**config.mk**
```make
export PLATFORM = sky130hd
export DESIGN_NAME = html_entity_preserving_escaper_flat
export DESIGN_NICKNAME = d
export VERILOG_FILES = /design/src/rtl/hepe_pkg.sv /design/src/rtl/hepe_stream_if.sv /design/src/rtl/hepe_cmd_fifo.sv /design/src/rtl/hepe_front.sv /design/src/rtl/hepe_back.sv /design/src/rtl/html_entity_preserving_escaper.sv /design/src/flat_wrapper.sv
export VERILOG_INCLUDE_DIRS = /design/src /design/src/rtl
export SDC_FILE = /design/constraint.sdc
export NUM_CORES = 1
export LEC_CHECK = 0
export BUFFER_PORTS_ARGS = -buffer_cell sky130_fd_sc_hd__buf_2
export CELL_PAD_IN_SITES_DETAIL_PLACEMENT = 0
export CELL_PAD_IN_SITES_GLOBAL_PLACEMENT = 1
export CORE_ASPECT_RATIO = 1.25
export CORE_MARGIN = 4
export CORE_UTILIZATION = 53
export CTS_BUF_LIST = sky130_fd_sc_hd__clkbuf_16
export DETAILED_ROUTE_END_ITERATION = 8
export PLACE_DENSITY = 0.76
export SLEW_MARGIN = 20
export SYNTH_ARGS = -nofsm -noshare
export SYNTH_HDL_FRONTEND = slang
export SYNTH_SLANG_ARGS = --single-unit
```
**constraint.sdc**
```tcl
create_clock -name clk_i -period 5.4 [get_ports clk_i]
set_clock_uncertainty 0.1 [all_clocks]
set_input_delay 1.35 -clock clk_i [delete_from_list [all_inputs] [get_ports clk_i]]
set_output_delay 1.35 -clock clk_i [all_outputs]
set_load 0.02 [all_outputs]
```
**src/rtl/html_entity_preserving_escaper_macros.svh**
```systemverilog
// Assertion macros for the HTML entity-preserving escaper.
// Included by the top level; it needs no other file.
`ifndef HTML_ENTITY_PRESERVING_ESCAPER_MACROS_SVH
`define HTML_ENTITY_PRESERVING_ESCAPER_MACROS_SVH

// The consequent must hold in the same cycle as the antecedent.
`define HEPE_ASSERT_SAME(lbl, clk, rst_n, ante, cons, msg) \
  lbl: assert property (@(posedge clk) disable iff (!rst_n) (ante) |-> (cons)) \
    else $error(msg);

// The consequent must hold in the cycle after the antecedent.
`define HEPE_ASSERT_NEXT(lbl, clk, rst_n, ante, cons, msg) \
  lbl: assert property (@(posedge clk) disable iff (!rst_n) (ante) |=> (cons)) \
    else $error(msg);

`endif

```
**src/rtl/hepe_pkg.sv**
```systemverilog
// Shared types, character codes and output string helpers of the escaper.
// No dependencies; the front end, the back end and the top level import it.
`timescale 1ns / 1ps

package hepe_pkg;

  localparam logic [7:0] CH_AMP  = 8'h26;
  localparam logic [7:0] CH_SEMI = 8'h3B;
  localparam logic [7:0] CH_HASH = 8'h23;
  localparam logic [7:0] CH_LT   = 8'h3C;
  localparam logic [7:0] CH_GT   = 8'h3E;
  localparam logic [7:0] CH_QUOT = 8'h22;

  // Depth of the command queue between the front end and the back end.
  localparam int unsigned FIFO_DEPTH = 2;

  // What a command emits after the optional "amp;" and the replayed bytes.
  typedef enum logic [2:0] {
    TAIL_NONE,
    TAIL_RAW,
    TAIL_LT,
    TAIL_GT,
    TAIL_QUOT,
    TAIL_AMP,
    TAIL_AMP_FULL
  } tail_e;

  typedef struct packed {
    logic       pre_amp;
    tail_e      tail;
    logic [7:0] tail_byte;
    logic       last;
  } cmd_t;

  typedef struct packed {
    logic scan_idle;
    logic replay_pend;
  } front_stat_t;

  function automatic logic is_letter(logic [7:0] b);
    return ((b >= 8'h41) && (b <= 8'h5A)) || ((b >= 8'h61) && (b <= 8'h7A));
  endfunction

  function automatic logic is_digit(logic [7:0] b);
    return (b >= 8'h30) && (b <= 8'h39);
  endfunction

  function automatic logic [7:0] pre_char(logic [1:0] pos);
    logic [3:0][7:0] str;
    str = "amp;";
    return str[2'd3 - pos];
  endfunction

  function automatic logic [7:0] tail_char(tail_e t, logic [7:0] b, logic [2:0] pos);
    logic [5:0][7:0] str;
    logic [7:0]      res;
    str = '0;
    res = b;
    unique case (t)
      TAIL_LT:       str = {"&lt;", 16'h0000};
      TAIL_GT:       str = {"&gt;", 16'h0000};
      TAIL_QUOT:     str = "&quot;";
      TAIL_AMP:      str = {"&", 40'h0};
      TAIL_AMP_FULL: str = {"&amp;", 8'h00};
      default:       str = '0;
    endcase
    if ((t != TAIL_RAW) && (t != TAIL_NONE)) begin
      res = str[3'd5 - pos];
    end
    return res;
  endfunction

  // Position of the final character of a tail string.
  function automatic logic [2:0] tail_last(tail_e t);
    logic [2:0] res;
    unique case (t)
      TAIL_LT, TAIL_GT: res = 3'd3;
      TAIL_QUOT:        res = 3'd5;
      TAIL_AMP_FULL:    res = 3'd4;
      default:          res = 3'd0;
    endcase
    return res;
  endfunction

endpackage

```
**src/rtl/hepe_stream_if.sv**
```systemverilog
// Valid/ready stream interfaces for the input and output words of the escaper.
// No dependencies.
`timescale 1ns / 1ps

interface hepe_in_if;
  logic       valid;
  logic       ready;
  logic [7:0] in_byte;
  logic       string_last;

  modport source (output valid, output in_byte, output string_last, input ready);
  modport sink   (input valid, input in_byte, input string_last, output ready);
endinterface

interface hepe_out_if;
  logic       valid;
  logic       ready;
  logic [7:0] out_byte;
  logic       run_last;
  logic       string_end;

  modport source (output valid, output out_byte, output run_last, output string_end,
                  input ready);
  modport sink   (input valid, input out_byte, input run_last, input string_end,
                  output ready);
endinterface

```
**src/rtl/hepe_cmd_fifo.sv**
```systemverilog
// Short first-in first-out queue that carries commands from front to back end.
// Depends on nothing but its parameters.
`timescale 1ns / 1ps

module hepe_cmd_fifo #(
  parameter int unsigned WIDTH = 19,
  parameter int unsigned DEPTH = 2
) (
  input  logic             clk_i,
  input  logic             rst_ni,
  input  logic             push_i,
  input  logic [WIDTH-1:0] data_i,
  output logic             full_o,
  output logic             valid_o,
  input  logic             pop_i,
  output logic [WIDTH-1:0] data_o
);

  localparam int unsigned PTR_W = (DEPTH > 1) ? $clog2(DEPTH) : 1;
  localparam int unsigned CNT_W = $clog2(DEPTH + 1);

  logic [WIDTH-1:0] mem_q [DEPTH];
  logic [PTR_W-1:0] wr_ptr_q, wr_ptr_d;
  logic [PTR_W-1:0] rd_ptr_q, rd_ptr_d;
  logic [CNT_W-1:0] cnt_q, cnt_d;
  logic             do_push;
  logic             do_pop;

  assign do_push = push_i && !full_o;
  assign do_pop  = pop_i && valid_o;
  assign full_o  = (cnt_q == CNT_W'(DEPTH));
  assign valid_o = (cnt_q != '0);
  assign data_o  = mem_q[rd_ptr_q];

  always_comb begin
    wr_ptr_d = wr_ptr_q;
    rd_ptr_d = rd_ptr_q;
    cnt_d    = cnt_q;
    if (do_push) begin
      wr_ptr_d = (wr_ptr_q == PTR_W'(DEPTH - 1)) ? '0 : wr_ptr_q + PTR_W'(1);
    end
    if (do_pop) begin
      rd_ptr_d = (rd_ptr_q == PTR_W'(DEPTH - 1)) ? '0 : rd_ptr_q + PTR_W'(1);
    end
    if (do_push && !do_pop) begin
      cnt_d = cnt_q + CNT_W'(1);
    end else if (do_pop && !do_push) begin
      cnt_d = cnt_q - CNT_W'(1);
    end
  end

  always_ff @(posedge clk_i or negedge rst_ni) begin
    if (!rst_ni) begin
      wr_ptr_q <= '0;
      rd_ptr_q <= '0;
      cnt_q    <= '0;
    end else begin
      wr_ptr_q <= wr_ptr_d;
      rd_ptr_q <= rd_ptr_d;
      cnt_q    <= cnt_d;
    end
  end

  always_ff @(posedge clk_i) begin
    if (do_push) begin
      mem_q[wr_ptr_q] <= data_i;
    end
  end

endmodule

```
**src/rtl/hepe_front.sv**
```systemverilog
// Front end: accepts input words, tracks the entity scan, holds candidate bytes
// and issues one command per word that yields output. Uses hepe_pkg, hepe_in_if.
`timescale 1ns / 1ps

module hepe_front
  import hepe_pkg::*;
#(
  parameter int unsigned ENTITY_WINDOW = 20
) (
  input  logic                                   clk_i,
  input  logic                                   rst_ni,
  hepe_in_if.sink                                in_i,
  input  logic                                   fifo_full_i,
  input  logic                                   replay_done_i,
  input  logic [$clog2(ENTITY_WINDOW)-1:0]       rd_idx_i,
  output logic [7:0]                             rd_byte_o,
  output logic                                   push_o,
  output cmd_t                                   cmd_o,
  output logic [$clog2(ENTITY_WINDOW + 1)-1:0]   rep_o,
  output front_stat_t                            stat_o
);

  localparam int unsigned IDX_W = $clog2(ENTITY_WINDOW);
  localparam int unsigned CNT_W = $clog2(ENTITY_WINDOW + 1);
  localparam int unsigned K_W   = $clog2(ENTITY_WINDOW + 2);

  localparam logic [1:0] PH_IDLE  = 2'd0;
  localparam logic [1:0] PH_ALPHA = 2'd1;
  localparam logic [1:0] PH_DIGIT = 2'd2;
  localparam logic [1:0] PH_HASHW = 2'd3;

  localparam logic [1:0] ACT_NONE = 2'd0;
  localparam logic [1:0] ACT_HOLD = 2'd1;
  localparam logic [1:0] ACT_ENT  = 2'd2;
  localparam logic [1:0] ACT_BRK  = 2'd3;

  logic [7:0]       held_q [ENTITY_WINDOW];
  logic [1:0]       phase_q, phase_d;
  logic [CNT_W-1:0] cnt_q, cnt_d;
  logic             pend_q, pend_d;

  logic [7:0]       b;
  logic             last;
  logic             accept;
  logic [K_W-1:0]   k;
  logic             k_lt_w;
  logic             k_eq_w;
  logic             semi_ok;
  logic [1:0]       act;
  logic [1:0]       hold_phase;
  logic             wr_en;
  logic             fresh;

  assign b         = in_i.in_byte;
  assign last      = in_i.string_last;
  assign in_i.ready = !pend_q && !fifo_full_i;
  assign accept    = in_i.valid && in_i.ready;

  // Offset of this byte from the pending ampersand.
  assign k       = K_W'(cnt_q) + K_W'(1);
  assign k_lt_w  = (k < K_W'(ENTITY_WINDOW));
  assign k_eq_w  = (k == K_W'(ENTITY_WINDOW));
  assign semi_ok = (k > K_W'(2)) && (k <= K_W'(ENTITY_WINDOW));

  // Classify the byte against the scan.
  always_comb begin
    act        = ACT_NONE;
    hold_phase = phase_q;
    unique case (phase_q)
      PH_ALPHA: begin
        if (k_lt_w && is_letter(b)) begin
          act = ACT_HOLD;
        end else if (b == CH_SEMI) begin
          act = semi_ok ? ACT_ENT : ACT_BRK;
        end else if ((b == CH_HASH) && k_lt_w) begin
          act        = ACT_HOLD;
          hold_phase = PH_DIGIT;
        end else if ((b == CH_HASH) && k_eq_w) begin
          act        = ACT_HOLD;
          hold_phase = PH_HASHW;
        end else begin
          act = ACT_BRK;
        end
      end
      PH_DIGIT: begin
        if (k_lt_w && is_digit(b)) begin
          act = ACT_HOLD;
        end else if (b == CH_SEMI) begin
          act = semi_ok ? ACT_ENT : ACT_BRK;
        end else begin
          act = ACT_BRK;
        end
      end
      PH_HASHW: act = (b == CH_SEMI) ? ACT_ENT : ACT_BRK;
      default:  act = ACT_NONE;
    endcase
  end

  always_comb begin
    push_o          = 1'b0;
    cmd_o.pre_amp   = 1'b0;
    cmd_o.tail      = TAIL_NONE;
    cmd_o.tail_byte = b;
    cmd_o.last      = last;
    rep_o           = '0;
    phase_d         = phase_q;
    cnt_d           = cnt_q;
    wr_en           = 1'b0;
    fresh           = 1'b0;
    if (accept) begin
      unique case (act)
        ACT_HOLD: begin
          wr_en = 1'b1;
          if (last) begin
            // The string ends inside a scan: flush everything held.
            push_o        = 1'b1;
            cmd_o.pre_amp = 1'b1;
            rep_o         = cnt_q + CNT_W'(1);
            phase_d       = PH_IDLE;
            cnt_d         = '0;
          end else begin
            phase_d = hold_phase;
            cnt_d   = cnt_q + CNT_W'(1);
          end
        end
        ACT_ENT: begin
          push_o     = 1'b1;
          rep_o      = cnt_q;
          cmd_o.tail = TAIL_RAW;
          phase_d    = PH_IDLE;
          cnt_d      = '0;
        end
        ACT_BRK: begin
          push_o        = 1'b1;
          cmd_o.pre_amp = 1'b1;
          rep_o         = cnt_q;
          fresh         = 1'b1;
          phase_d       = PH_IDLE;
          cnt_d         = '0;
        end
        default: begin
          push_o = 1'b1;
          fresh  = 1'b1;
        end
      endcase
      if (fresh) begin
        priority if (b == CH_AMP) begin
          if (last) begin
            cmd_o.tail = TAIL_AMP_FULL;
          end else begin
            cmd_o.tail = TAIL_AMP;
            phase_d    = PH_ALPHA;
            cnt_d      = '0;
          end
        end else if (b == CH_LT) begin
          cmd_o.tail = TAIL_LT;
        end else if (b == CH_GT) begin
          cmd_o.tail = TAIL_GT;
        end else if (b == CH_QUOT) begin
          cmd_o.tail = TAIL_QUOT;
        end else begin
          cmd_o.tail = TAIL_RAW;
        end
      end
    end
  end

  // A replay command locks the hold buffer until the back end has read it.
  always_comb begin
    pend_d = pend_q;
    if (replay_done_i) begin
      pend_d = 1'b0;
    end
    if (push_o && (rep_o != '0)) begin
      pend_d = 1'b1;
    end
  end

  always_ff @(posedge clk_i or negedge rst_ni) begin
    if (!rst_ni) begin
      phase_q <= PH_IDLE;
      cnt_q   <= '0;
      pend_q  <= 1'b0;
    end else begin
      phase_q <= phase_d;
      cnt_q   <= cnt_d;
      pend_q  <= pend_d;
    end
  end

  always_ff @(posedge clk_i) begin
    if (wr_en) begin
      held_q[cnt_q[IDX_W-1:0]] <= b;
    end
  end

  assign rd_byte_o          = held_q[rd_idx_i];
  assign stat_o.scan_idle   = (phase_q == PH_IDLE);
  assign stat_o.replay_pend = pend_q;

endmodule

```
**src/rtl/hepe_back.sv**
```systemverilog
// Back end: runs the command at the queue head one output word per cycle unless
// out_o stalls, and drives the registered output channel. Uses hepe_pkg, hepe_out_if.
`timescale 1ns / 1ps

module hepe_back
  import hepe_pkg::*;
#(
  parameter int unsigned ENTITY_WINDOW = 20
) (
  input  logic                                   clk_i,
  input  logic                                   rst_ni,
  input  logic                                   q_valid_i,
  input  cmd_t                                   cmd_i,
  input  logic [$clog2(ENTITY_WINDOW + 1)-1:0]   rep_i,
  output logic                                   pop_o,
  output logic [$clog2(ENTITY_WINDOW)-1:0]       rd_idx_o,
  input  logic [7:0]                             rd_byte_i,
  output logic                                   replay_done_o,
  hepe_out_if.source                             out_o
);

  localparam int unsigned IDX_W = $clog2(ENTITY_WINDOW);
  localparam int unsigned CNT_W = $clog2(ENTITY_WINDOW + 1);

  localparam logic [1:0] SEG_START = 2'd0;
  localparam logic [1:0] SEG_PRE   = 2'd1;
  localparam logic [1:0] SEG_REP   = 2'd2;
  localparam logic [1:0] SEG_TAIL  = 2'd3;

  logic [1:0]       seg_q, seg_d;
  logic [2:0]       pos_q, pos_d;
  logic [CNT_W-1:0] ri_q, ri_d;
  logic             ov_q, ov_d;
  logic [7:0]       ob_q;
  logic             rl_q;
  logic             se_q;

  logic [1:0]       cur_seg;
  logic [1:0]       nxt_seg;
  logic [2:0]       pos_nx;
  logic [CNT_W-1:0] ri_nx;
  logic [7:0]       byte_nx;
  logic             fin;
  logic             rep_end;
  logic             has_tail;
  logic             emit;

  assign has_tail = (cmd_i.tail != TAIL_NONE);
  assign emit     = q_valid_i && (!ov_q || out_o.ready);

  // A fresh command starts at its first non-empty segment.
  always_comb begin
    cur_seg = seg_q;
    if (seg_q == SEG_START) begin
      if (cmd_i.pre_amp) begin
        cur_seg = SEG_PRE;
      end else if (rep_i != '0) begin
        cur_seg = SEG_REP;
      end else begin
        cur_seg = SEG_TAIL;
      end
    end
  end

  always_comb begin
    nxt_seg = cur_seg;
    pos_nx  = pos_q;
    ri_nx   = ri_q;
    fin     = 1'b0;
    rep_end = 1'b0;
    unique case (cur_seg)
      SEG_PRE: begin
        byte_nx = pre_char(pos_q[1:0]);
        if (pos_q == 3'd3) begin
          pos_nx = '0;
          if (rep_i != '0) begin
            nxt_seg = SEG_REP;
          end else if (has_tail) begin
            nxt_seg = SEG_TAIL;
          end else begin
            fin = 1'b1;
          end
        end else begin
          pos_nx = pos_q + 3'd1;
        end
      end
      SEG_REP: begin
        byte_nx = rd_byte_i;
        if (ri_q == (rep_i - CNT_W'(1))) begin
          rep_end = 1'b1;
          ri_nx   = '0;
          if (has_tail) begin
            nxt_seg = SEG_TAIL;
          end else begin
            fin = 1'b1;
          end
        end else begin
          ri_nx = ri_q + CNT_W'(1);
        end
      end
      default: begin
        byte_nx = tail_char(cmd_i.tail, cmd_i.tail_byte, pos_q);
        if (pos_q == tail_last(cmd_i.tail)) begin
          fin = 1'b1;
        end else begin
          pos_nx = pos_q + 3'd1;
        end
      end
    endcase
  end

  always_comb begin
    seg_d = seg_q;
    pos_d = pos_q;
    ri_d  = ri_q;
    ov_d  = ov_q;
    if (emit) begin
      ov_d = 1'b1;
      if (fin) begin
        seg_d = SEG_START;
        pos_d = '0;
        ri_d  = '0;
      end else begin
        seg_d = nxt_seg;
        pos_d = pos_nx;
        ri_d  = ri_nx;
      end
    end else if (out_o.ready) begin
      ov_d = 1'b0;
    end
  end

  always_ff @(posedge clk_i or negedge rst_ni) begin
    if (!rst_ni) begin
      seg_q <= SEG_START;
      pos_q <= '0;
      ri_q  <= '0;
      ov_q  <= 1'b0;
    end else begin
      seg_q <= seg_d;
      pos_q <= pos_d;
      ri_q  <= ri_d;
      ov_q  <= ov_d;
    end
  end

  always_ff @(posedge clk_i) begin
    if (emit) begin
      ob_q <= byte_nx;
      rl_q <= fin;
      se_q <= fin && cmd_i.last;
    end
  end

  assign pop_o            = emit && fin;
  assign replay_done_o    = emit && rep_end;
  assign rd_idx_o         = ri_q[IDX_W-1:0];
  assign out_o.valid      = ov_q;
  assign out_o.out_byte   = ob_q;
  assign out_o.run_last   = rl_q;
  assign out_o.string_end = se_q;

endmodule

```
**src/rtl/html_entity_preserving_escaper.sv**
```systemverilog
// Top level of the HTML entity-preserving escaper: front end, command queue,
// back end. Uses hepe_pkg, the stream interfaces and the assertion macros.
`timescale 1ns / 1ps
`include "html_entity_preserving_escaper_macros.svh"

// Channel   Direction  Word fields                         Handshake
// in_i      in         in_byte[7:0], string_last           valid / ready
// out_o     out        out_byte[7:0], run_last, string_end valid / ready
//
// The back end emits one output word per cycle unless out_o stalls it.
// After a word that replays held bytes, input waits until the last one has been read.
// Reset (rst_ni low, asynchronous) empties the queue and the output register and
// idles the scan; the hold buffer is not cleared. Output stalls fill the two-entry
// queue, then drop in_i.ready.

module html_entity_preserving_escaper
  import hepe_pkg::*;
#(
  parameter int unsigned ENTITY_WINDOW = 20
) (
  input  logic        clk_i,
  input  logic        rst_ni,
  hepe_in_if.sink     in_i,
  hepe_out_if.source  out_o
);

  localparam int unsigned IDX_W   = $clog2(ENTITY_WINDOW);
  localparam int unsigned CNT_W   = $clog2(ENTITY_WINDOW + 1);
  localparam int unsigned ENTRY_W = $bits(cmd_t) + CNT_W;

  // Command issued by the front end for a word that yields output.
  logic             push;
  cmd_t             push_cmd;
  logic [CNT_W-1:0] push_rep;

  // Queue head seen by the back end.
  logic             q_full;
  logic             q_valid;
  logic             q_pop;
  logic [ENTRY_W-1:0] q_head;
  cmd_t             head_cmd;
  logic [CNT_W-1:0] head_rep;

  // Hold buffer replay path: the back end reads, the front end owns the buffer.
  logic [IDX_W-1:0] rd_idx;
  logic [7:0]       rd_byte;
  logic             replay_done;

  front_stat_t      front_stat;

  // Short names for the conditions checked by the assertions.
  logic             rep_pend;
  logic             scan_idle;
  logic             last_acc;
  logic             end_word;

  hepe_front #(
    .ENTITY_WINDOW (ENTITY_WINDOW)
  ) u_front (
    .clk_i         (clk_i),
    .rst_ni        (rst_ni),
    .in_i          (in_i),
    .fifo_full_i   (q_full),
    .replay_done_i (replay_done),
    .rd_idx_i      (rd_idx),
    .rd_byte_o     (rd_byte),
    .push_o        (push),
    .cmd_o         (push_cmd),
    .rep_o         (push_rep),
    .stat_o        (front_stat)
  );

  hepe_cmd_fifo #(
    .WIDTH (ENTRY_W),
    .DEPTH (FIFO_DEPTH)
  ) u_fifo (
    .clk_i   (clk_i),
    .rst_ni  (rst_ni),
    .push_i  (push),
    .data_i  ({push_cmd, push_rep}),
    .full_o  (q_full),
    .valid_o (q_valid),
    .pop_i   (q_pop),
    .data_o  (q_head)
  );

  assign head_cmd = cmd_t'(q_head[ENTRY_W-1:CNT_W]);
  assign head_rep = q_head[CNT_W-1:0];

  hepe_back #(
    .ENTITY_WINDOW (ENTITY_WINDOW)
  ) u_back (
    .clk_i         (clk_i),
    .rst_ni        (rst_ni),
    .q_valid_i     (q_valid),
    .cmd_i         (head_cmd),
    .rep_i         (head_rep),
    .pop_o         (q_pop),
    .rd_idx_o      (rd_idx),
    .rd_byte_i     (rd_byte),
    .replay_done_o (replay_done),
    .out_o         (out_o)
  );

  assign rep_pend  = front_stat.replay_pend;
  assign scan_idle = front_stat.scan_idle;
  assign last_acc  = in_i.valid && in_i.ready && in_i.string_last;
  assign end_word  = out_o.valid && out_o.string_end;

  // A pending replay always has its command still waiting in the queue.
  `HEPE_ASSERT_SAME(a_pend_has_cmd, clk_i, rst_ni, rep_pend, q_valid, "replay without command")

  // The last word of a string always leaves the scan idle.
  `HEPE_ASSERT_NEXT(a_last_ends_scan, clk_i, rst_ni, last_acc, scan_idle, "scan open after last")

  // The end of the escaped string is also the end of its word's run.
  `HEPE_ASSERT_SAME(a_end_run_last, clk_i, rst_ni, end_word, out_o.run_last, "end without run end")

endmodule
```
**src/flat_wrapper.sv**
```systemverilog
// flat-port wrapper written by rule: the top's interface ports become plain ports
module html_entity_preserving_escaper_flat import hepe_pkg::*;
#(
  parameter int unsigned ENTITY_WINDOW = 20
)
  (clk_i, rst_ni, in_i_valid, in_i_in_byte, in_i_string_last, in_i_ready, out_o_valid, out_o_out_byte, out_o_run_last, out_o_string_end, out_o_ready);
  hepe_in_if in_i_i ();
  hepe_out_if out_o_i ();
  input  logic clk_i;
  input  logic rst_ni;
  input wire logic [$bits(in_i_i.valid)-1:0] in_i_valid;
  input wire logic [$bits(in_i_i.in_byte)-1:0] in_i_in_byte;
  input wire logic [$bits(in_i_i.string_last)-1:0] in_i_string_last;
  output wire logic [$bits(in_i_i.ready)-1:0] in_i_ready;
  output wire logic [$bits(out_o_i.valid)-1:0] out_o_valid;
  output wire logic [$bits(out_o_i.out_byte)-1:0] out_o_out_byte;
  output wire logic [$bits(out_o_i.run_last)-1:0] out_o_run_last;
  output wire logic [$bits(out_o_i.string_end)-1:0] out_o_string_end;
  input wire logic [$bits(out_o_i.ready)-1:0] out_o_ready;
  assign in_i_i.valid = in_i_valid;
  assign in_i_i.in_byte = in_i_in_byte;
  assign in_i_i.string_last = in_i_string_last;
  assign in_i_ready = in_i_i.ready;
  assign out_o_valid = out_o_i.valid;
  assign out_o_out_byte = out_o_i.out_byte;
  assign out_o_run_last = out_o_i.run_last;
  assign out_o_string_end = out_o_i.string_end;
  assign out_o_i.ready = out_o_ready;
  html_entity_preserving_escaper #(.ENTITY_WINDOW(ENTITY_WINDOW)) u_core (.clk_i(clk_i), .rst_ni(rst_ni), .in_i(in_i_i), .out_o(out_o_i));
endmodule
```
==> results of run 1 <==
## layout make-up
| type | count | area share, % |
|---|---|---|
| clock inverters | 18 | 0.958 |
| inverters | 22 | 0.711 |
| multi-input cells | 408 | 29.3 |
| clock buffers | 23 | 4.95 |
| well taps | 265 | 2.85 |
| repair buffers | 54 | 2.97 |
| flip-flops and latches | 229 | 58.2 |
## cells in the mapped netlist, drive strengths merged, types with 10 or more instances
cell	n
nand3	13
dfrtp	23
nor2	60
nor3	16
ha	16
buf	13
mux2	10
inv	22
a21oi	37
xnor2	10
o21ai	29
mux2i	17
edfxtp	206
mux4	48
clkbuf	20
nand2	40
nor2b	11
## stage by stage
| stage | util (%) | area, um^2 | setup WS (ns) | instances |
|---|---|---|---|---|
| 2_1_floorplan | - | 10400 | 0.793 | 692 |
| 3_3_place_gp | 56.4 | 10900 | 0.698 | 978 |
| 3_5_place_dp | 56.4 | 10900 | 0.501 | 978 |
| 4_1_cts | 59.9 | 11600 | 0.867 | 1019 |
| 5_1_grt | 59.9 | 11600 | 0.571 | 1019 |
| 6_report | 59.9 | 11600 | 0.939 | 1019 |
## kinds of logic after synthesis
logic type / count (synthesis) / synth area share [%]
muxes: 75 / 13.1
DFF: 229 / 64.8
adders and majority gates: 16 / 1.92
xor gates and xnor gates: 17 / 1.43
AOI/OAI and AO/OA: 124 / 8.05
buffers and inverters: 55 / 2.52
and+or+nand+nor: 176 / 8.13
## layer usage
metal	vias up	part of all wire, %	track usage (%)
met5	-	0	0
met1	3110	40	27.2
met4	0	2.0	5.33
li1	2799	-	-
met3	36	4.5	2.56
met2	175	54	38.5
## power by group through the flow
stage | Sequential, uW | Combinational [uW] | Clock, uW
after floorplan | 2010 | 103 | 0
after global routing | 1980 | 182 | 1570
after global placement | 2020 | 164 | 0
after detailed placement | 2020 | 164 | 0
after CTS | 1980 | 164 | 1490
final | 1980 | 165 | 1460
## sequential cells by signal (all words and copies together), names as in the netlist, 3 cells and up
register                      cells
u_core.u_back.rd_idx_o            5
u_core.u_front.cnt_q              5
u_core.u_fifo.mem_q              36
u_core.u_back.pos_q               3
u_core.u_front.held_q           160
u_core.u_back.out_o.out_byte      8
## worst reg2reg max path, delay by kind of cell, from the launching register on
family	cells	cell delay, ns
AO/OA/AOI/OAI	4	1.31
XOR/XNOR	2	0.26
adder cells (fa/ha/maj)	3	0.94
buffers and inverters	2	0.35
flip-flops	1	0.62
multiplexers	1	0.41
AND/OR/NAND/NOR	3	0.40
## worst paths after layout
| kind | startpoint | endpoint | slack [ns] |
|---|---|---|---|
| setup / recovery | u_core.u_fifo.rd_ptr_q$_DFFE_PN0P_ | u_core.u_fifo.cnt_q[1]$_DFFE_PN0P_ | 0.94 |
| hold / removal | u_core.u_fifo.wr_ptr_q$_DFFE_PN0P_ | u_core.u_fifo.wr_ptr_q$_DFFE_PN0P_ | 0.40 |
| setup reg to reg | u_core.u_fifo.rd_ptr_q$_DFFE_PN0P_ | u_core.u_fifo.cnt_q[1]$_DFFE_PN0P_ | 0.94 |
| hold reg to reg | u_core.u_fifo.wr_ptr_q$_DFFE_PN0P_ | u_core.u_fifo.wr_ptr_q$_DFFE_PN0P_ | 0.40 |
| max in group asynchronous | rst_ni | u_core.u_back.rd_idx_o[0]$_DFFE_PN0P_ | 4.00 |
| min in group asynchronous | rst_ni | u_core.u_back.rd_idx_o[4]$_DFFE_PN0P_ | 0.75 |
==> results_dict.tcl, run 1 <==
set metrics [dict create \
    leakage_uw 0.00384 \
    grt_pass1_vias 6229 \
    grt.total_usage_pct 21.2 \
    die_h_um 165 \
    clock-root-buffer "clkbuf_16" \
    critical_path_class "reg -> reg" \
    die_w_um 133 \
    crit_family "compound AO/OA/AOI/OAI gates" \
    min_path_cells 1 \
    final_nets 767 \
    io_pins 25 \
    ff_latch_area_um2 6770 \
    viasPerCell 6.01 \
    ctsResizeCount 0 \
    insertion_delay_ns 0.51 \
    cts_tree "built" \
    netlist-cell-type-count 67 \
    syn_avg_cell_area_um2 15.1 \
    grt_overflow_total 0 \
    synthDominantCellAreaShare_pct 59.3 \
    grt_pass1_wl_mm 35.7 \
    drc 0 \
    synth_area_leaders "edfxtp_1 (59%), mux4_2 (10%), dfrtp_1 (5.5%), nor2_1 (2.2%), ha_1 (1.9%)" \
    drtPass1Iterations 5 \
    p_switching_uw 775 \
    path_max_fanout 15 \
    min_period_ns 4.46 \
    critPathCaptureType "flop" \
    synth_enable_flop_cells 206 \
    tns_ns 0 \
    path_common_cell "ha_1" \
    yosys_most_used_dff "edfxtp_1" \
    multi_input_area_um2 3410 \
    rows 57 \
    drtIter0Drc 505 \
    layout_common_cells "edfxtp_1 (206), nor2_1 (60), mux4_2 (48), nand2_1 (40), a21oi_1 (36)" \
    port_buffers 24 \
    htree_levels 1 \
    coreArea_um2 19400 \
    ys_seq_elements 229 \
    ys_seq_area_share_pct 64.8 \
    postCtsSetupBuffers 0 \
    path_buf_inv 2 \
    arrival_ns 4.79 \
    antenna_left 0 \
    p_int_uw 2830 \
    vias 6120 \
    clk_pin_slew_worst_paths_ns 0.06 \
    drv_slew 0 \
    ctsHoldBuffers 0 \
    setup.worst_path.start_class "flop" \
    nFillCells 1499 \
    critical_path_depth 15 \
    power_density_nw_per_um2 310 \
    clock_path_buffers 3 \
    synthesis.area_um2 10400 \
    status "finished, final reports clean" \
    combPwrFrac_pct 4.6 \
    clock.fmax_ghz 0.224 \
    p_total_uw 3610 \
    path_cells "mux2i_1 > ha_1 > o211ai_1 > a21oi_1 > nor2_1 > inv_1 > ha_1 > inv_1 > a31oi_1 > a211o_1 > nand2_1 > ha_1 > xor2_1 > nor2_1 > xnor2_1" \
    grt_setup_unrepaired "false" \
    wl_mm 22.6 \
    synth_top_cell_by_area "edfxtp_1" \
    fin_crit_sh_pct 82.6 \
    setup_viol 0 \
    ir_drop_uv 325 \
    critical_path.slowest_cell "dfrtp_1" \
    relSlewSlack_pct 42.5 \
    pwr-share-seq_pct 54.9 \
    cts_buffers 23 \
    mostFrequentLayoutCell "edfxtp_1" \
    dp_hpwl_mm 15.5 \
    dieArea_um2 22000 \
    synth_async_sr_flop_share_pct 10.0 \
    rr_worst_depth 15 \
    max_stage_delay_ns 0.62 \
    synth_warnings 0 \
    required_ns 5.73 \
    wl_per_cell_um 22.2 \
    hold_viol 0 \
    synth_nets 721 \
    p_clk_share_pct 40.5 \
    syn_inst 692 \
    p_sw_share_pct 21.5 \
    cts.sinks 229 \
    drive_gt1_share_pct 21.2 \
    holdWs_ns 0.404 \
    tightestPinTransition_ns 0.862 \
    finalWeightedCongestion 0.867 \
    min_path_type "reg -> reg" \
    grt_max_degree 34 \
    syn_to_final_growth_pct 11.4 \
    n_antenna_cell 0 \
    antenna_found_initial 0 \
    initial_utilization_pct 53.8 \
    cap_violations 0 \
]
(Power assumes the default switching activity.)
==> run 2: changes to the inputs <==
==> constraint.sdc (replaced) <==
create_clock -name clk_i -period 4.2 [get_ports clk_i]
set_clock_uncertainty 0.1 [all_clocks]
set_input_delay 1.05 -clock clk_i [delete_from_list [all_inputs] [get_ports clk_i]]
set_output_delay 1.05 -clock clk_i [all_outputs]
set_load 0.02 [all_outputs]
==> results_dict.tcl, run 2 (synthesis gave the netlist of run 1 again) <==
set metrics [dict create \
    r2r_end "u_core.u_fifo.cnt_q[1]$_DFFE_PN0P_" \
    nFillCells 1456 \
    clk_pin_slew_worst_paths_ns 0.06 \
    clock_path_buffers 3 \
    fin_crit_sh_pct 91.7 \
    dieArea_um2 22000 \
    p_sw_share_pct 21.8 \
    p_clk_share_pct 41.8 \
    cts_buffers 23 \
    ff_latch_area_um2 6760 \
    path_common_cell "nor2_1" \
    vias 6260 \
    initial_utilization_pct 53.8 \
    rr_worst_depth 16 \
    wl_mm 23.1 \
    path_cells "buf_4 > nor3b_1 > o211ai_1 > a21oi_1 > nor2_1 > inv_1 > ha_1 > inv_1 > nand2_1 > nor2_1 > a211o_2 > nand2_1 > ha_1 > xor2_1 > nor2_1 > xnor2_1" \
    relSlewSlack_pct 43.9 \
    wl_per_cell_um 22.0 \
    hold_path_end "u_core.u_fifo.wr_ptr_q$_DFFE_PN0P_" \
    critPathCaptureType "flop" \
    required_ns 4.50 \
    antenna_left 0 \
    tns_ns 0 \
    cap_violations 0 \
    drtPass1Iterations 5 \
    grt_overflow_total 0 \
    port_buffers 24 \
    hp-start "u_core.u_fifo.wr_ptr_q$_DFFE_PN0P_" \
    antenna_found_initial 0 \
    largest_reg_flops 160 \
    finalWeightedCongestion 0.899 \
    tightestPinTransition_ns 0.836 \
    critical_path.slowest_cell "o211ai_1" \
    setup.worst_path.start_class "flop" \
    power_density_nw_per_um2 399 \
    die_w_um 133 \
    grt.total_usage_pct 21.6 \
    htree_levels 1 \
    critical_path_class "reg -> reg" \
    syn_to_final_growth_pct 14.5 \
    die_h_um 165 \
    fin_cells 1049 \
    holdWs_ns 0.415 \
    grt_pass1_vias 6477 \
    n_antenna_cell 0 \
    min_path_cells 1 \
    grt_max_degree 30 \
    reg2reg_slack_ns 0.35 \
    setup_viol 0 \
    status "finished, final reports clean" \
    drive_gt1_share_pct 25.0 \
    dp_hpwl_mm 16.2 \
    grt_setup_unrepaired "false" \
    hold_viol 0 \
    path_max_fanout 9 \
    place_area_um2 11200 \
    io_pins 25 \
    final_nets 797 \
    clock-root-buffer "clkbuf_16" \
    insertion_delay_ns 0.52 \
    viasPerCell 5.97 \
    regToRegStartpoint "u_core.u_fifo.rd_ptr_q$_DFFE_PN0P_" \
    arrival_ns 4.15 \
    cts_tree "built" \
    clock.fmax_ghz 0.260 \
    grt_pass1_wl_mm 36.5 \
    leakage_uw 0.00400 \
    p_int_uw 3730 \
    combPwrFrac_pct 5.0 \
    min_path_type "reg -> reg" \
    layout_common_cells "edfxtp_1 (206), nor2_1 (59), buf_4 (57), mux4_2 (48), nand2_1 (40)" \
    min_period_ns 3.85 \
    rows 57 \
    drv_slew 0 \
    coreArea_um2 19400 \
    p_switching_uw 1040 \
    max_stage_delay_ns 0.44 \
    placed_cells 1008 \
    drtIter0Drc 426 \
    mostFrequentLayoutCell "edfxtp_1" \
    ctsHoldBuffers 0 \
    ir_drop_uv 430 \
    cts.sinks 229 \
    design_area_um2 11900 \
    pwr-share-seq_pct 53.2 \
    drc 0 \
    multi_input_area_um2 3420 \
]
run 2: area by class of cell:
| cell class | count | share of cell area [%] |
|---|---|---|
| Sequential cell | 229 | 56.6 |
| Multi-Input combinational cell | 408 | 28.6 |
| Timing Repair Buffer | 84 | 5.09 |
| Clock buffer | 23 | 4.82 |
| Tap cell | 265 | 2.78 |
| Clock inverter | 18 | 1.39 |
| Inverter | 22 | 0.691 |
run 2: metrics by stage:
step	setup slack [ns]	utilization [%]	power (uW)
after floorplan	0.180	-	2720
after global placement	0.0326	57.7	2820
after detailed placement	-0.0504	57.7	2820
after CTS	0.259	61.5	4810
after global routing	0.0189	61.6	4950
final	0.349	61.6	4770
run 2: worst max-delay path by stage:
stage	from	end	slack, ns	depth (start not counted)
finish	u_core.u_fifo.rd_ptr_q$_DFFE_PN0P_	u_core.u_fifo.cnt_q[1]$_DFFE_PN0P_	0.35	16
global route	u_core.u_fifo.rd_ptr_q$_DFFE_PN0P_	u_core.u_fifo.cnt_q[1]$_DFFE_PN0P_	0.02	17
CTS	u_core.u_fifo.rd_ptr_q$_DFFE_PN0P_	u_core.u_fifo.cnt_q[1]$_DFFE_PN0P_	0.26	14
detailed placement	in_i_in_byte[6]	u_core.u_fifo.cnt_q[1]$_DFFE_PN0P_	-0.05	18
global placement	in_i_in_byte[6]	u_core.u_front.phase_q[1]$_DFFE_PN0P_	0.03	15
floorplan	in_i_in_byte[3]	u_core.u_fifo.mem_q[0][0]$_DFFE_PP_	0.18	12
run 2: layer usage:
layer,share of wire [%],global-route usage [%],vias to the layer above
met3,4.1,2.83,47
met1,38,26.2,3187
met5,0,0,-
met4,2.6,6.03,0
met2,55,40.7,163
li1,-,-,2863
run 2: worst max-delay path: cells and delay by family, from the launching register on:
family                   cells  cell delay [ns]
XOR/XNOR                     2             0.29
adder cells (fa/ha/maj)      2             0.58
AND/OR/NAND/NOR              6             0.88
buffers and inverters        3             0.47
flip-flops                   1             0.43
AO/OA/AOI/OAI                3             1.00
run 2: what timing repair did:
action | in CTS | in global routing
endpoints found under the hold margin | 0 | 0
endpoints found under the setup margin | 0 | 1
resized for setup | 0 | 2
buffers inserted | 0 | 0
run 2: power by group through the flow:
stage                     registers [uW]  logic, uW  clock network (uW)
after global routing                2540        260                2150
final                               2540        236                1990
after floorplan                     2580        132                   0
after detailed placement            2580        235                   0
after global placement              2580        231                   0
after CTS                           2540        236                2040
==> run 3: changes to the inputs <==
==> constraint.sdc (replaced) <==
create_clock -name clk_i -period 4.4 [get_ports clk_i]
set_clock_uncertainty 0.1 [all_clocks]
set_input_delay 1.1 -clock clk_i [delete_from_list [all_inputs] [get_ports clk_i]]
set_output_delay 1.1 -clock clk_i [all_outputs]
set_load 0.02 [all_outputs]
==> results_dict.tcl, run 3 (synthesis gave the netlist of run 1 again) <==
set metrics [dict create \
    nFillCells 1503 \
    rows 57 \
    syn_to_final_growth_pct 13.4 \
    place_ws_ns 0.0264 \
    path_max_fanout 11 \
    dieArea_um2 22000 \
    tns_ns 0 \
    path_common_cell "ha_1" \
    postLayoutSetupSlackWorst_ns 0.358 \
    grt_pass1_wl_mm 35.8 \
    power_density_nw_per_um2 385 \
    htree_levels 1 \
    viasPerCell 5.93 \
    multi_input_area_um2 3410 \
    vias 6160 \
    clock.fmax_ghz 0.247 \
    setup.worst_path.start_class "flop" \
    postCtsSetupBuffers 0 \
    drv_slew 0 \
    max_stage_delay_ns 0.58 \
    grt_setup_unrepaired "false" \
    cap_violations 0 \
    status "finished, final reports clean" \
    rr_worst_depth 15 \
    grt_max_degree 33 \
    drtIter0Drc 437 \
    clock-root-buffer "clkbuf_16" \
    antenna_found_initial 0 \
    path_cells "mux2i_1 > ha_1 > o211ai_1 > a21oi_1 > nor2_1 > inv_1 > ha_1 > buf_4 > nand2_1 > nor4_1 > a211o_1 > nand2_1 > ha_1 > nor2_1 > xnor2_1" \
    drtPass1Iterations 5 \
    min_period_ns 4.04 \
    ir_drop_uv 360 \
    relSlewSlack_pct 38.9 \
    io_pins 25 \
    cts_buffers 24 \
    fin_util_pct 61.0 \
    leakage_uw 0.00395 \
    grt.busiest_layer "met2" \
    met2_usage_pct 40.0 \
    min_path_cells 2 \
    grt_pass1_vias 6305 \
    die_w_um 133 \
    finalWeightedCongestion 0.863 \
    arrival_ns 4.38 \
    largest_reg_flops 160 \
    use_met1_pct 26.4 \
    hold_viol 0 \
    critPathCaptureType "flop" \
    startpoint "u_core.u_fifo.rd_ptr_q$_DFFE_PN0P_" \
    fin_crit_sh_pct 91.9 \
    reg2reg_slack_ns 0.36 \
    setup_viol 0 \
    drive_gt1_share_pct 23.3 \
    die_h_um 165 \
    required_ns 4.73 \
    clk_pin_slew_worst_paths_ns 0.06 \
    initial_utilization_pct 53.8 \
    dp_hpwl_mm 16.4 \
    tightestPinTransition_ns 0.910 \
    hold_path_end "u_core.u_back.seg_q[1]$_DFFE_PN0P_" \
    drc 0 \
    place_area_um2 11100 \
    placed_cells 995 \
    min_path_type "reg -> reg" \
    n_antenna_cell 0 \
    insertion_delay_ns 0.51 \
    wl_per_cell_um 22.0 \
    cts_tree "built" \
    critical_path.slowest_cell "dfrtp_1" \
    use_met3_pct 2.19 \
    port_buffers 24 \
    hp-start "u_core.u_back.seg_q[1]$_DFFE_PN0P_" \
    final_nets 785 \
    ff_latch_area_um2 6760 \
    critical_path_class "reg -> reg" \
    mostFrequentLayoutCell "edfxtp_1" \
    fin_cells 1038 \
    design_area_um2 11800 \
    wl_mm 22.9 \
    regToRegStartpoint "u_core.u_fifo.rd_ptr_q$_DFFE_PN0P_" \
    clock_path_buffers 3 \
    coreArea_um2 19400 \
    grt.total_usage_pct 21.2 \
    antenna_left 0 \
    cts.sinks 229 \
    r2r_end "u_core.u_fifo.cnt_q[1]$_DFFE_PN0P_" \
    layout_common_cells "edfxtp_1 (206), nor2_1 (60), mux4_2 (48), buf_4 (46), nand2_1 (40)" \
    grt_overflow_total 0 \
]
-- run 3: cell count changes in the layout (fill, tap and decap cells not counted), sizes merged --
cell    change
inv         +1
clkbuf      +1
buf        -13
-- run 3: stage by stage --
stage	hold slack, ns	power (uW)
6_report	0.414	4560
5_1_grt	0.429	4710
4_1_cts	0.417	4590
3_5_place_dp	0.400	2690
3_3_place_gp	0.394	2680
2_1_floorplan	0.360	2590
-- run 3: worst max path at each step --
stage | to | cells past startpoint
finish | u_core.u_fifo.cnt_q[1]$_DFFE_PN0P_ | 15
global route | u_core.u_front.cnt_q[4]$_DFFE_PN0P_ | 14
CTS | u_core.u_fifo.cnt_q[1]$_DFFE_PN0P_ | 15
detailed placement | u_core.u_front.phase_q[1]$_DFFE_PN0P_ | 14
global placement | u_core.u_front.phase_q[1]$_DFFE_PN0P_ | 14
floorplan | u_core.u_fifo.mem_q[0][0]$_DFFE_PP_ | 12
-- run 3: layout make-up --
type | count | share of cell area, %
Clock inverter | 19 | 1.33
Sequential cell | 229 | 57.2
Multi-Input combinational cell | 408 | 28.8
Clock buffer | 24 | 5.07
Tap cell | 265 | 2.80
Inverter | 22 | 0.698
Timing Repair Buffer | 71 | 4.10
-- run 3: power breakdown --
| part | switching, uW | total, uW | internal (uW) |
|---|---|---|---|
| clock network | 798 | 1910 | 1110 |
| logic | 136 | 212 | 75.9 |
| registers | 40.9 | 2430 | 2390 |
| total | 975 | 4560 | 3580 |
-- run 3: per-layer routing --
| layer | vias to the layer above | wire, um |
|---|---|---|
| li1 | 2833 | - |
| met1 | 3121 | 8770 |
| met2 | 171 | 12700 |
| met3 | 35 | 1030 |
| met4 | 0 | 402 |
| met5 | - | 0 |
-- run 3: timing repair --
action | in CTS | in global routing
setup endpoints to repair | 0 | 4
resized for setup | 0 | 1
hold buffers | 0 | 0
-- run 3: worst max-delay path, delay by kind of cell, from the launching register on --
family / cells / cell delay, ns
AND/OR/NAND/NOR: 5 / 0.96
adder cells (fa/ha/maj): 3 / 0.76
AO/OA/AOI/OAI: 3 / 0.75
flip-flops: 1 / 0.58
multiplexers: 1 / 0.43
buffers and inverters: 2 / 0.27
XOR/XNOR: 1 / 0.12
